File: src/sv/ryaw_pkg.sv
// ----------------------------------------------------------------------------
// ryaw_pkg
// shared types, constants and tables of the relative yaw core: quaternion
// record, multiply-accumulate schedule and the cordic arctangent table
// ----------------------------------------------------------------------------
package ryaw_pkg;

    localparam int Q_W     = 16;
    localparam int YAW_W   = 16;
    localparam int ANG_W   = 33;
    localparam int CNT_W   = 5;
    localparam int STEP_W  = 5;
    localparam int ATAN_LEN = 24;

    // identity real part after reset
    localparam logic signed [Q_W-1:0] REF_REAL_RESET = 16'sd16384;

    // quarter turn on the 2^31 = pi angle scale
    localparam logic signed [ANG_W-1:0] ANG_QTR = 33'sd1073741824;

    // component select codes
    localparam logic [1:0] CX = 2'd0;
    localparam logic [1:0] CY = 2'd1;
    localparam logic [1:0] CZ = 2'd2;
    localparam logic [1:0] CW = 2'd3;

    // schedule landmarks
    localparam logic [STEP_W-1:0] STEP_NUM_LAST = 5'd17;
    localparam logic [STEP_W-1:0] STEP_LAST     = 5'd21;

    typedef struct packed {
        logic signed [Q_W-1:0] x;
        logic signed [Q_W-1:0] y;
        logic signed [Q_W-1:0] z;
        logic signed [Q_W-1:0] w;
    } ryaw_quat_t;

    typedef struct packed {
        logic first;
        logic last;
        logic sub;
        logic [1:0] a_sel;
        logic [1:0] b_sel;
    } ryaw_sched_t;

    typedef struct packed {
        logic en;
        logic first;
        logic sub;
    } ryaw_mac_ctl_t;

    // product terms of latest * conj(reference), then numerator and denominator
    function automatic ryaw_sched_t ryaw_sched(input logic [STEP_W-1:0] s);
        ryaw_sched_t r;
        case (s)
            5'd0:    r = '{1'b1, 1'b0, 1'b0, CX, CW};
            5'd1:    r = '{1'b0, 1'b0, 1'b1, CY, CZ};
            5'd2:    r = '{1'b0, 1'b0, 1'b0, CZ, CY};
            5'd3:    r = '{1'b0, 1'b1, 1'b1, CW, CX};
            5'd4:    r = '{1'b1, 1'b0, 1'b0, CX, CZ};
            5'd5:    r = '{1'b0, 1'b0, 1'b0, CY, CW};
            5'd6:    r = '{1'b0, 1'b0, 1'b1, CZ, CX};
            5'd7:    r = '{1'b0, 1'b1, 1'b1, CW, CY};
            5'd8:    r = '{1'b1, 1'b0, 1'b1, CX, CY};
            5'd9:    r = '{1'b0, 1'b0, 1'b0, CY, CX};
            5'd10:   r = '{1'b0, 1'b0, 1'b0, CZ, CW};
            5'd11:   r = '{1'b0, 1'b1, 1'b1, CW, CZ};
            5'd12:   r = '{1'b1, 1'b0, 1'b0, CW, CW};
            5'd13:   r = '{1'b0, 1'b0, 1'b0, CX, CX};
            5'd14:   r = '{1'b0, 1'b0, 1'b0, CY, CY};
            5'd15:   r = '{1'b0, 1'b1, 1'b0, CZ, CZ};
            5'd16:   r = '{1'b1, 1'b0, 1'b0, CW, CZ};
            5'd17:   r = '{1'b0, 1'b1, 1'b0, CX, CY};
            5'd18:   r = '{1'b1, 1'b0, 1'b0, CW, CW};
            5'd19:   r = '{1'b0, 1'b0, 1'b0, CX, CX};
            5'd20:   r = '{1'b0, 1'b0, 1'b1, CY, CY};
            5'd21:   r = '{1'b0, 1'b1, 1'b1, CZ, CZ};
            default: r = '0;
        endcase
        return r;
    endfunction

    // atan(2^-i) on the 2^31 = pi scale
    function automatic logic [31:0] ryaw_atan(input logic [CNT_W-1:0] idx);
        logic [31:0] v;
        case (idx)
            5'd0:    v = 32'd536870912;
            5'd1:    v = 32'd316933406;
            5'd2:    v = 32'd167458907;
            5'd3:    v = 32'd85004756;
            5'd4:    v = 32'd42667331;
            5'd5:    v = 32'd21354465;
            5'd6:    v = 32'd10679838;
            5'd7:    v = 32'd5340245;
            5'd8:    v = 32'd2670163;
            5'd9:    v = 32'd1335087;
            5'd10:   v = 32'd667544;
            5'd11:   v = 32'd333772;
            5'd12:   v = 32'd166886;
            5'd13:   v = 32'd83443;
            5'd14:   v = 32'd41722;
            5'd15:   v = 32'd20861;
            5'd16:   v = 32'd10430;
            5'd17:   v = 32'd5215;
            5'd18:   v = 32'd2608;
            5'd19:   v = 32'd1304;
            5'd20:   v = 32'd652;
            5'd21:   v = 32'd326;
            5'd22:   v = 32'd163;
            5'd23:   v = 32'd81;
            default: v = 32'd0;
        endcase
        return v;
    endfunction

endpackage

File: src/sv/relative_yaw_from_quaternion_core.sv
// ----------------------------------------------------------------------------
// relative_yaw_from_quaternion_core
// yaw of the latest orientation quaternion relative to a captured reference
// ----------------------------------------------------------------------------
// Each input beat is a quaternion sample (kind 0) or a re-zero request
// (kind 1); every beat gives one output beat with the relative yaw as a
// binary angle (32768 = pi), the ready flag and whether a new reference was
// captured. The first sample becomes the reference. An item occupies the
// block from accept to output: the quaternion product and the atan2 operands
// on the single multiply-accumulate unit, then the CORDIC iterations, then
// the hand-over, which waits while a full output register is stalled.
// in_stall is high for that whole time; a finished beat waits in the output
// register without holding off the next input.
module relative_yaw_from_quaternion_core #(
    parameter int CORDIC_STEPS   = 16,
    parameter int QUAT_FRAC_BITS = 14
) (
    input  logic                            clk,
    input  logic                            rst_n,
    input  logic                            in_valid,
    output logic                            in_stall,
    input  logic                            kind,
    input  logic signed [ryaw_pkg::Q_W-1:0] quat_i,
    input  logic signed [ryaw_pkg::Q_W-1:0] quat_j,
    input  logic signed [ryaw_pkg::Q_W-1:0] quat_k,
    input  logic signed [ryaw_pkg::Q_W-1:0] quat_real,
    output logic                            out_valid,
    input  logic                            out_stall,
    output logic signed [ryaw_pkg::YAW_W-1:0] yaw_angle,
    output logic                            is_ready,
    output logic                            reset_done
);
    import ryaw_pkg::*;

    localparam int P_W   = 34 - QUAT_FRAC_BITS;
    localparam int M_W   = (P_W > Q_W) ? P_W : Q_W;
    localparam int D_W   = 69 - 2 * QUAT_FRAC_BITS;
    localparam int A_W   = (D_W > 34) ? D_W : 34;
    localparam int C_W   = D_W + 2;
    localparam int STEPS = (CORDIC_STEPS > ATAN_LEN) ? ATAN_LEN : CORDIC_STEPS;

    localparam logic [2:0] S_IDLE  = 3'd0;
    localparam logic [2:0] S_MAC   = 3'd1;
    localparam logic [2:0] S_START = 3'd2;
    localparam logic [2:0] S_CORD  = 3'd3;
    localparam logic [2:0] S_PUT   = 3'd4;

    logic [2:0]              state_reg;
    logic [2:0]              state_next;
    logic [STEP_W-1:0]       step_reg;
    ryaw_quat_t              lat_reg;
    ryaw_quat_t              ref_reg;
    logic                    ready_reg;
    logic                    rdone_reg;
    logic signed [P_W-1:0]   px_reg;
    logic signed [P_W-1:0]   py_reg;
    logic signed [P_W-1:0]   pz_reg;
    logic signed [P_W-1:0]   pw_reg;
    logic signed [D_W-1:0]   num_reg;
    logic signed [D_W-1:0]   den_reg;
    logic                    out_valid_reg;
    logic signed [YAW_W-1:0] yaw_reg;
    logic                    ready_out_reg;
    logic                    rdone_out_reg;

    ryaw_sched_t             sched;
    ryaw_mac_ctl_t           mac_ctl;
    logic signed [M_W-1:0]   a_op;
    logic signed [M_W-1:0]   b_op;
    logic signed [A_W-1:0]   mac_sum;
    logic                    cord_start;
    logic                    cord_done;
    logic signed [YAW_W-1:0] cord_angle;
    logic                    in_fire;
    logic                    out_fire;
    logic                    put_ok;

    assign in_stall = (state_reg != S_IDLE);
    assign in_fire  = in_valid && !in_stall;
    assign out_fire = out_valid_reg && !out_stall;
    assign put_ok   = !out_valid_reg || !out_stall;

    assign sched         = ryaw_sched(step_reg);
    assign mac_ctl.en    = (state_reg == S_MAC);
    assign mac_ctl.first = sched.first;
    assign mac_ctl.sub   = sched.sub;
    assign cord_start    = (state_reg == S_START);

    // operands: latest and reference during the product, p components after
    always_comb
    begin
        if (step_reg[STEP_W-1])
        begin
            case (sched.a_sel)
                CX:      a_op = M_W'(px_reg);
                CY:      a_op = M_W'(py_reg);
                CZ:      a_op = M_W'(pz_reg);
                default: a_op = M_W'(pw_reg);
            endcase
            case (sched.b_sel)
                CX:      b_op = M_W'(px_reg);
                CY:      b_op = M_W'(py_reg);
                CZ:      b_op = M_W'(pz_reg);
                default: b_op = M_W'(pw_reg);
            endcase
        end
        else
        begin
            case (sched.a_sel)
                CX:      a_op = M_W'(lat_reg.x);
                CY:      a_op = M_W'(lat_reg.y);
                CZ:      a_op = M_W'(lat_reg.z);
                default: a_op = M_W'(lat_reg.w);
            endcase
            case (sched.b_sel)
                CX:      b_op = M_W'(ref_reg.x);
                CY:      b_op = M_W'(ref_reg.y);
                CZ:      b_op = M_W'(ref_reg.z);
                default: b_op = M_W'(ref_reg.w);
            endcase
        end
    end

    ryaw_mac #(
        .M_W (M_W),
        .A_W (A_W)
    ) u_mac (
        .clk (clk),
        .ctl (mac_ctl),
        .a   (a_op),
        .b   (b_op),
        .sum (mac_sum)
    );

    ryaw_cordic #(
        .D_W   (D_W),
        .C_W   (C_W),
        .STEPS (STEPS)
    ) u_cordic (
        .clk   (clk),
        .rst_n (rst_n),
        .start (cord_start),
        .x_in  (den_reg),
        .y_in  (num_reg),
        .done  (cord_done),
        .angle (cord_angle)
    );

    always_comb
    begin
        state_next = state_reg;
        unique case (state_reg)
            S_IDLE:
            begin
                if (in_fire)
                begin
                    state_next = S_MAC;
                end
            end
            S_MAC:
            begin
                if (step_reg == STEP_LAST)
                begin
                    state_next = S_START;
                end
            end
            S_START:
            begin
                state_next = S_CORD;
            end
            S_CORD:
            begin
                if (cord_done)
                begin
                    state_next = S_PUT;
                end
            end
            S_PUT:
            begin
                if (put_ok)
                begin
                    state_next = S_IDLE;
                end
            end
            default:
            begin
                state_next = S_IDLE;
            end
        endcase
    end

    always_ff @(posedge clk or negedge rst_n)
    begin
        if (!rst_n)
        begin
            state_reg     <= S_IDLE;
            step_reg      <= '0;
            lat_reg       <= '0;
            ref_reg       <= '{x: '0, y: '0, z: '0, w: REF_REAL_RESET};
            ready_reg     <= 1'b0;
            rdone_reg     <= 1'b0;
            out_valid_reg <= 1'b0;
        end
        else
        begin
            state_reg <= state_next;

            if (in_fire)
            begin
                step_reg <= '0;
                if (!kind)
                begin
                    lat_reg   <= '{x: quat_i, y: quat_j, z: quat_k, w: quat_real};
                    rdone_reg <= 1'b0;
                    if (!ready_reg)
                    begin
                        ready_reg <= 1'b1;
                        ref_reg   <= '{x: quat_i, y: quat_j, z: quat_k, w: quat_real};
                    end
                end
                else
                begin
                    // re-zero only once a sample has arrived
                    rdone_reg <= ready_reg;
                    if (ready_reg)
                    begin
                        ref_reg <= lat_reg;
                    end
                end
            end
            else if (state_reg == S_MAC)
            begin
                step_reg <= step_reg + 1'b1;
            end

            if ((state_reg == S_PUT) && put_ok)
            begin
                out_valid_reg <= 1'b1;
            end
            else if (out_fire)
            begin
                out_valid_reg <= 1'b0;
            end
        end
    end

    always_ff @(posedge clk)
    begin
        if ((state_reg == S_MAC) && sched.last)
        begin
            if (!step_reg[STEP_W-1])
            begin
                case (step_reg[3:2])
                    CX:      px_reg <= signed'(mac_sum[QUAT_FRAC_BITS +: P_W]);
                    CY:      py_reg <= signed'(mac_sum[QUAT_FRAC_BITS +: P_W]);
                    CZ:      pz_reg <= signed'(mac_sum[QUAT_FRAC_BITS +: P_W]);
                    default: pw_reg <= signed'(mac_sum[QUAT_FRAC_BITS +: P_W]);
                endcase
            end
            else if (step_reg == STEP_NUM_LAST)
            begin
                num_reg <= signed'({mac_sum[D_W-2:0], 1'b0});
            end
            else
            begin
                den_reg <= signed'(mac_sum[D_W-1:0]);
            end
        end

        if ((state_reg == S_PUT) && put_ok)
        begin
            yaw_reg       <= cord_angle;
            ready_out_reg <= ready_reg;
            rdone_out_reg <= rdone_reg;
        end
    end

    assign out_valid  = out_valid_reg;
    assign yaw_angle  = yaw_reg;
    assign is_ready   = ready_out_reg;
    assign reset_done = rdone_out_reg;

    a_accept_starts_mac: assert property (@(posedge clk) disable iff (!rst_n)
        in_fire |=> (state_reg == S_MAC && step_reg == '0))
        else $error("accepted beat did not start the product sequence");

    a_done_in_cordic: assert property (@(posedge clk) disable iff (!rst_n)
        cord_done |-> (state_reg == S_CORD))
        else $error("cordic finished outside its phase");

    a_out_from_put: assert property (@(posedge clk) disable iff (!rst_n)
        $rose(out_valid_reg) |-> ($past(state_reg) == S_PUT))
        else $error("output beat raised without a finished item");

    a_capture_needs_ready: assert property (@(posedge clk) disable iff (!rst_n)
        (out_valid_reg && rdone_out_reg) |-> ready_out_reg)
        else $error("reference captured while not ready");

    a_ready_sticks: assert property (@(posedge clk) disable iff (!rst_n)
        ready_reg |=> ready_reg)
        else $error("ready flag dropped");

endmodule

File: src/sv/ryaw_mac.sv
// ----------------------------------------------------------------------------
// ryaw_mac
// shared signed multiply-accumulate unit, one product per cycle while enabled
// ----------------------------------------------------------------------------
module ryaw_mac #(
    parameter int M_W = 20,
    parameter int A_W = 41
) (
    input  logic                      clk,
    input  ryaw_pkg::ryaw_mac_ctl_t   ctl,
    input  logic signed [M_W-1:0]     a,
    input  logic signed [M_W-1:0]     b,
    output logic signed [A_W-1:0]     sum
);
    import ryaw_pkg::*;

    logic signed [2*M_W-1:0] prod;
    logic signed [A_W-1:0]   prod_ext;
    logic signed [A_W-1:0]   base;
    logic signed [A_W-1:0]   acc_reg;
    logic signed [A_W-1:0]   acc_next;

    assign prod     = a * b;
    assign prod_ext = A_W'(prod);
    assign base     = ctl.first ? '0 : acc_reg;
    assign acc_next = ctl.sub ? (base - prod_ext) : (base + prod_ext);
    assign sum      = acc_next;

    always_ff @(posedge clk)
    begin
        if (ctl.en)
        begin
            acc_reg <= acc_next;
        end
    end

endmodule

File: src/sv/ryaw_cordic.sv
// ----------------------------------------------------------------------------
// ryaw_cordic
// iterative vectoring cordic, one rotation step per cycle, binary angle out
// ----------------------------------------------------------------------------
module ryaw_cordic #(
    parameter int D_W   = 41,
    parameter int C_W   = 43,
    parameter int STEPS = 16
) (
    input  logic                  clk,
    input  logic                  rst_n,
    input  logic                  start,
    input  logic signed [D_W-1:0] x_in,
    input  logic signed [D_W-1:0] y_in,
    output logic                  done,
    output logic signed [ryaw_pkg::YAW_W-1:0] angle
);
    import ryaw_pkg::*;

    logic                    run_reg;
    logic                    done_reg;
    logic                    zero_reg;
    logic [CNT_W-1:0]        cnt_reg;
    logic signed [C_W-1:0]   x_reg;
    logic signed [C_W-1:0]   y_reg;
    logic signed [ANG_W-1:0] acc_reg;
    logic signed [YAW_W-1:0] angle_reg;

    logic signed [C_W-1:0]   xe;
    logic signed [C_W-1:0]   ye;
    logic signed [C_W-1:0]   dx;
    logic signed [C_W-1:0]   dy;
    logic signed [C_W-1:0]   x_next;
    logic signed [C_W-1:0]   y_next;
    logic signed [ANG_W-1:0] step_ang;
    logic signed [ANG_W-1:0] acc_next;
    logic signed [ANG_W-1:0] rnd;
    logic                    last;

    assign xe       = C_W'(x_in);
    assign ye       = C_W'(y_in);
    assign dx       = y_reg >>> cnt_reg;
    assign dy       = x_reg >>> cnt_reg;
    assign step_ang = signed'({1'b0, ryaw_atan(cnt_reg)});
    assign last     = (cnt_reg == CNT_W'(STEPS - 1));

    always_comb
    begin
        if (y_reg > 0)
        begin
            x_next   = x_reg + dx;
            y_next   = y_reg - dy;
            acc_next = acc_reg + step_ang;
        end
        else
        begin
            x_next   = x_reg - dx;
            y_next   = y_reg + dy;
            acc_next = acc_reg - step_ang;
        end
    end

    // round half up to 16 bits, wraps a half turn to the negative end
    assign rnd = acc_next + 33'sd32768;

    always_ff @(posedge clk or negedge rst_n)
    begin
        if (!rst_n)
        begin
            run_reg  <= 1'b0;
            done_reg <= 1'b0;
            cnt_reg  <= '0;
        end
        else
        begin
            done_reg <= 1'b0;
            if (start)
            begin
                run_reg <= 1'b1;
                cnt_reg <= '0;
            end
            else if (run_reg)
            begin
                cnt_reg <= cnt_reg + 1'b1;
                if (last)
                begin
                    run_reg  <= 1'b0;
                    done_reg <= 1'b1;
                end
            end
        end
    end

    always_ff @(posedge clk)
    begin
        if (start)
        begin
            zero_reg <= (x_in == '0) && (y_in == '0);
            // fold the left half plane by a quarter turn
            if (xe < 0)
            begin
                if (ye >= 0)
                begin
                    x_reg   <= ye;
                    y_reg   <= -xe;
                    acc_reg <= ANG_QTR;
                end
                else
                begin
                    x_reg   <= -ye;
                    y_reg   <= xe;
                    acc_reg <= -ANG_QTR;
                end
            end
            else
            begin
                x_reg   <= xe;
                y_reg   <= ye;
                acc_reg <= '0;
            end
        end
        else if (run_reg)
        begin
            x_reg   <= x_next;
            y_reg   <= y_next;
            acc_reg <= acc_next;
            if (last)
            begin
                angle_reg <= zero_reg ? '0 : rnd[31:16];
            end
        end
    end

    assign done  = done_reg;
    assign angle = angle_reg;

endmodule

File: config.mk
export PLATFORM = sky130hd
export DESIGN_NAME = relative_yaw_from_quaternion_core
export DESIGN_NICKNAME = d
export VERILOG_FILES = /design/src/sv/ryaw_pkg.sv /design/src/sv/relative_yaw_from_quaternion_core.sv /design/src/sv/ryaw_mac.sv /design/src/sv/ryaw_cordic.sv
export SDC_FILE = /design/constraint.sdc
export NUM_CORES = 2
export LEC_CHECK = 0
export ABC_CLOCK_PERIOD_IN_PS = 15900
export BUFFER_PORTS_ARGS = -buffer_cell sky130_fd_sc_hd__buf_4
export CORE_ASPECT_RATIO = 0.75
export CORE_UTILIZATION = 28
export DETAILED_ROUTE_END_ITERATION = 6
export HOLD_SLACK_MARGIN = 0.1
export MAX_ROUTING_LAYER = met4
export PLACE_DENSITY = 0.4
export SLEW_MARGIN = 10
export SYNTH_ARGS = -nofsm -noshare
export SYNTH_HDL_FRONTEND = slang
export SYNTH_HIERARCHICAL = 1
export SYNTH_SLANG_ARGS = --single-unit
export TNS_END_PERCENT = 100
File: constraint.sdc
create_clock -name clk -period 15.9 [get_ports clk]
set_input_delay 4.77 -clock clk [delete_from_list [all_inputs] [get_ports clk]]
set_output_delay 4.77 -clock clk [all_outputs]
set_load 0.1 [all_outputs]
# Word level (Yosys, flattened, before mapping)
# Memories as Yosys holds them, arrays and structs flattened.
# Cells that the tools add are included.
# classes
mux	44
eq_ne	19
n_shift	2
n_bitwise	5
n_div	0
mul	1
n_addsub	13
magnitude_cmp	3
n_reduce_logical	30
# ops
operator	n
43-bit two-way mux	10
20-bit one-hot mux with 3 select lines	4
64-bit two-way mux	3
33-bit two-way mux	5
43-bit adder	2
41-bit negation with 43-bit output	2
43-bit by 5-bit >>> shifter with 43-bit output	2
43-bit subtractor	2
41-bit logical NOT	2
41-bit two-way mux	2
43-bit by 1-bit greater-than comparator with 1-bit output, second input constant	1
41-bit by 40-bit adder with 41-bit output	1
41-bit by 1-bit >= comparator with 1-bit output, second input constant	1
41-bit by 1-bit less-than comparator with 1-bit output, second input constant	1
41-bit by 40-bit subtractor with 41-bit output	1
20-bit by 20-bit multiplier with 40-bit output	1
20-bit two-way mux	2
33-bit adder	1
33-bit subtractor	1
32-bit by 17-bit adder with 32-bit output, second input constant	1
3-bit AND reduction	8
5-bit two-way mux	4
3-bit one-hot mux with 5 select lines	1
3-bit two-way mux	4
22 further kinds	55
# word_totals
register_bits	502
word_cells	150
ram_bits	0
input_bits	69
latchBits	0
mem_count	2
out_inout_bits	20
romBits	1184
# memory_table
name	depth	width	read_ports	rd_ports_with_merged_regs	wr	line	text
(no name shown)	32	30	1	0	0	ryaw_pkg.sv:86	case (idx)
(no name shown)	32	7	1	0	0	ryaw_pkg.sv:55	case (s)

# Depth between registers and ports, before layout
# An unclocked memory read counts as a cell.
# logic_depth
depth_word	7
ltp_mapped	50
depth_no_buf	44

# Cells and area by module
# Netlist, hierarchy kept.
# by_module_without_submodules
mod	instances	area_each_um2	cells_per_inst
ryaw_cordic	1	23900.4	2862
ryaw_mac	1	19860.3	2212
relative_yaw_from_quaternion_core	1	14336.2	1054

# Worst setup path before layout
# OpenSTA, ideal clock, no wires.
# synth_path
path_type	register to register
from	register step_reg[0]
to	register den_reg[40] (data pin)
slack_ps	4134
path_stages_with_launch	46
arrival_ps	11495
cell_sequence	dfrtp_1 > clkbuf_1 > inv_1 > ha_1 > a31oi_4 > o21a_4 > buf_6 > mux2_4 > mux4_2 > clkbuf_1 > and2_1 > fa_1 > fa_1 > inv_1 > fa_1 > inv_1 > fa_1 > inv_1 > [10 not listed] > o21ai_0 > xor2_1 > or2_1 > nor4_1 > nor2b_1 > nor2_1 > xnor2_1 > ha_1 > nand4_1 > or3_4 > nor3b_2 > a211oi_2 > a211oi_4 > a21oi_2 > or4_1 > and4_1 > or3_1 > xnor3_1
# synth_between
elab_chain_cells	7
elab_cells_between_ends	18
classes_between	add/sub: 2; mul: 1; eq/ne: 4; mux: 8; reduce/logical: 2; memory: 1
# synth_rtl
item	line	text
start, declared	relative_yaw_from_quaternion_core.sv:50	logic [STEP_W-1:0] step_reg;
start signal, assigned	relative_yaw_from_quaternion_core.sv:233	step_reg <= step_reg + 1'b1;
memory 32 x 7 bit *	--	
2-bit equality test (tied with other cells)	relative_yaw_from_quaternion_core.sv:94, relative_yaw_from_quaternion_core.sv:109	
20-bit one-hot mux with 3 select lines, on equally long branches	relative_yaw_from_quaternion_core.sv:109, relative_yaw_from_quaternion_core.sv:94	
20-bit two-way mux *	relative_yaw_from_quaternion_core.sv:92	if (step_reg[STEP_W-1])
net a_op[10]	relative_yaw_from_quaternion_core.sv:68	logic signed [M_W-1:0] a_op;
20-bit by 20-bit multiplier with 40-bit output *	ryaw_mac.sv:23	assign prod = a * b;
41-bit by 40-bit adder with 41-bit output or 41-bit by 40-bit subtractor with 41-bit output (tied branches)	ryaw_mac.sv:26	assign acc_next = ctl.sub ? (base - prod_ext) : (base + prod_ext);
41-bit two-way mux *	ryaw_mac.sv:26	
net mac_sum[40]	relative_yaw_from_quaternion_core.sv:70	logic signed [A_W-1:0] mac_sum;
end signal, assigned	relative_yaw_from_quaternion_core.sv:266	den_reg <= signed'(mac_sum[D_W-1:0]);
end, declared	relative_yaw_from_quaternion_core.sv:60	logic signed [D_W-1:0] den_reg;
# Mark *: on every way through the listed nets, which the timed path passes. The rest lies on a longest branch.
# A chain may end at the register's enable or synchronous reset.

# Worst setup path after layout
# layout_path
from	register step_reg[1]
to	register u_mac.acc_reg[40] (data pin)
# layout_between
elab_chain_cells	7
elab_cells_between_ends	18
classes_between	add/sub: 2; mul: 1; eq/ne: 4; mux: 8; reduce/logical: 2; memory: 1
# layout_rtl
item	line	text
memory 32 x 7 bit *	--	
2-bit equality test (tied with other cells)	relative_yaw_from_quaternion_core.sv:100, relative_yaw_from_quaternion_core.sv:115	
20-bit one-hot mux with 3 select lines, on equally long branches	relative_yaw_from_quaternion_core.sv:115, relative_yaw_from_quaternion_core.sv:100	
20-bit two-way mux *	relative_yaw_from_quaternion_core.sv:92	
net b_op[4]	relative_yaw_from_quaternion_core.sv:69	logic signed [M_W-1:0] b_op;
20-bit by 20-bit multiplier with 40-bit output *	ryaw_mac.sv:23	
41-bit by 40-bit adder with 41-bit output or 41-bit by 40-bit subtractor with 41-bit output (tied branches)	ryaw_mac.sv:26	
41-bit two-way mux *	ryaw_mac.sv:26	
net mac_sum[40]	relative_yaw_from_quaternion_core.sv:70	
end signal, assigned	ryaw_mac.sv:33	acc_reg <= acc_next;
end, declared	ryaw_mac.sv:20	logic signed [A_W-1:0] acc_reg;
# Marks and branches as above.

==> flow_summary.yaml <==
global_route:
  first_global_vias: 45884
  grt_pass1_wl_um: 326000
  grt_use_total_pct: 21.4
  grt_max_degree: 156
  gr-total-overflow: 0
  antenna_found_initial: 19
die:
  rows: 144
  die_x_um: 528
  initial_core_util_pct: 28.2
  die_y_um: 396
  die_area_um2: 209000
  coreArea_um2: 206000
  io_pins: 89
final_layout:
  multi_input_area_um2: 40500
  area_growth_pct: 10.0
  fin_nets: 6805
  final-seq-area_um2: 14300
  num-fill-cells: 21684
  drive_gt1_share_pct: 12.1
worst_setup_path:
  crit_arrival_ps: 14850
  slowest_delay_ps: 710
  end_kind: "flop"
  critPathLaunchType: "flop"
  regToRegStartpoint: "step_reg[1]"
  startpoint: "step_reg[1]"
  critPathKind: "reg -> reg"
  cp_max_fo: 43
  crit_slowest_cell: "nand4b_1"
  crit_required_ps: 16330
synth:
  synth.top_cell.area_share_pct: 18.3
  ys.flop_type: "edfxtp_1"
  synthArstFlopShare_pct: 29.1
  syn-mean-instance-area_um2: 9.48
  synth-seq-cells: 501
  synth-edff-count: 355
  synth.area.top_cells: "edfxtp_1, fa_1, dfrtp_1, ha_1, mux4_2"
  synth_largest_area_cell: "edfxtp_1"
  yosys_warnings: 6
  synth_cell_types: 124
  synthesis.instances: 6128
  synth-seq-area-share_pct: 24.6
  synthesis.area_um2: 58100
drt:
  drtAntennaViolNets: 0
  via_per_inst: 5.30
  drtPass1Iterations: 7
  wire_per_inst_um: 24.8
  drt-total-wl_um: 220000
  first_iter_violations: 4771
  vias: 46990
  drc: 1
outcome:
  status: "finished with violations"
  violations: "DRC"
sta:
  period_minus_slack_ps: 14420
  finalClockSkew_ps: 130
  finalSetupViolCount: 0
  fmax_ghz: 0.0694
  holdWs_ps: 418
  worst_pin_slew_ps: 1240
  rsz0062_at_grt: "false"
  maxSlewViolCount: 0
  hold_viol: 0
  slew_headroom_pct: 17.3
  fin_crit_sh_pct: 90.7
  finalSetupTns_ps: 0
clocking:
  path_clk_slew_ps: 60
  ctsHoldBuffers: 0
  postCtsSetupBuffers: 0
  clk_latency_ps: 730
  cts_resized: 0
  htree_levels: 2
  root_buffer: "clkbuf_16"
  numCtsBuffers: 60
  clk_path_buf_depth: 3
  cts_sinks: 501
  cts_tree: "done"
job:
  drv_cap: 0
placed_design:
  port_buffers: 88
  routabilityCongestion: 0.942
  dp_hpwl_um: 170000
min_path:
  hold_class: "reg -> reg"
  hold_path.startpoint: "u_cordic/angle[8]"
## synthesized netlist by cell type (77+ instances only)
library cell and number:
a21o_1 118, a21oi_1 286, and2_1 252, buf_2 84
clkbuf_1 230, dfrtp_1 145, edfxtp_1 355, fa_1 424
ha_1 285, inv_1 530, mux2_2 152, mux2i_1 169
mux4_2 134, nand2_1 635, nand3_1 85, nor2_1 335
nor2b_1 83, nor3_1 77, o211ai_1 95, o21ai_0 295
xnor2_1 222, xor2_1 171
## through the flow
stage | util (%) | instance area [um2] | instances | setup WS (ps)
after floorplan | - | 58100 | 6132 | 4130
after global placement | 30.0 | 61700 | 8739 | 1640
after detailed placement | 30.0 | 61700 | 8739 | 1600
after CTS | 31.0 | 63900 | 8853 | 1550
after global routing | 31.1 | 63900 | 8857 | 632
final | 31.1 | 63900 | 8863 | 1480
## worst paths after layout
| check | slack, ps | cells past startpoint | endpoint |
|---|---|---|---|
| min in group asynchronous | 4130 | 1 | lat_reg[57] |
| max | 1480 | 44 | u_mac/acc_reg[40] |
| max reg2reg | 1480 | 44 | u_mac/acc_reg[40] |
| min reg2reg | 420 | 0 | yaw_angle[8] |
| min | 420 | 0 | yaw_angle[8] |
| max in group asynchronous | 10270 | 2 | step_reg[4] |
## area by class of cell
cell class                 instances  area share (%)
multi-input combinational       4734            63.3
sequential                       501            22.4
tap                             2774            5.43
inverter                         538            3.16
clock buffer                      72            2.60
timing repair buffer             192            2.30
clock inverter                    42           0.752
antenna                           10          0.0391
## metal layers
metal,vias to the layer above,part of all wire (%),global-route usage (%)
li1,21437,-,-
met1,23834,53,34.7
met2,1597,38,27.5
met3,122,8.0,4.09
met4,0,0.80,1.85
met5,-,0,-
## logic make-up after synthesis
kind of cell | count (synthesis) | share of synthesized area (%)
adders and majority gates | 709 | 20.7
other | 1 | 0.00645
muxes | 495 | 11.9
buffers and inverters | 897 | 6.22
AOI/OAI and AO/OA | 1337 | 15.2
DFF | 501 | 24.6
xor gates and xnor gates | 395 | 6.00
and+or+nand+nor | 1793 | 15.3
## placed cells by master (no fill, tap or decap), types with 189 or more instances in the layout
cell / n
edfxtp_1: 355
and2_1: 250
fa_1: 424
a21oi_1: 284
nor2_1: 329
xnor2_1: 216
ha_1: 285
o21ai_0: 295
buf_4: 189
nand2_1: 633
inv_1: 528
## worst max-delay path: cells and delay by family (launching register included)
family | cells | cell delay (ps)
multiplexers | 1 | 230
XOR/XNOR | 3 | 720
AND/OR/NAND/NOR | 13 | 4550
AO/OA/AOI/OAI | 9 | 2450
buffers and inverters | 8 | 880
adder cells (fa/ha/maj) | 10 | 4680
flip-flops | 1 | 570
Power is left out: the tool's default activity adds up to more than one toggle a clock period on the data nets, which glitch-free logic cannot reach.
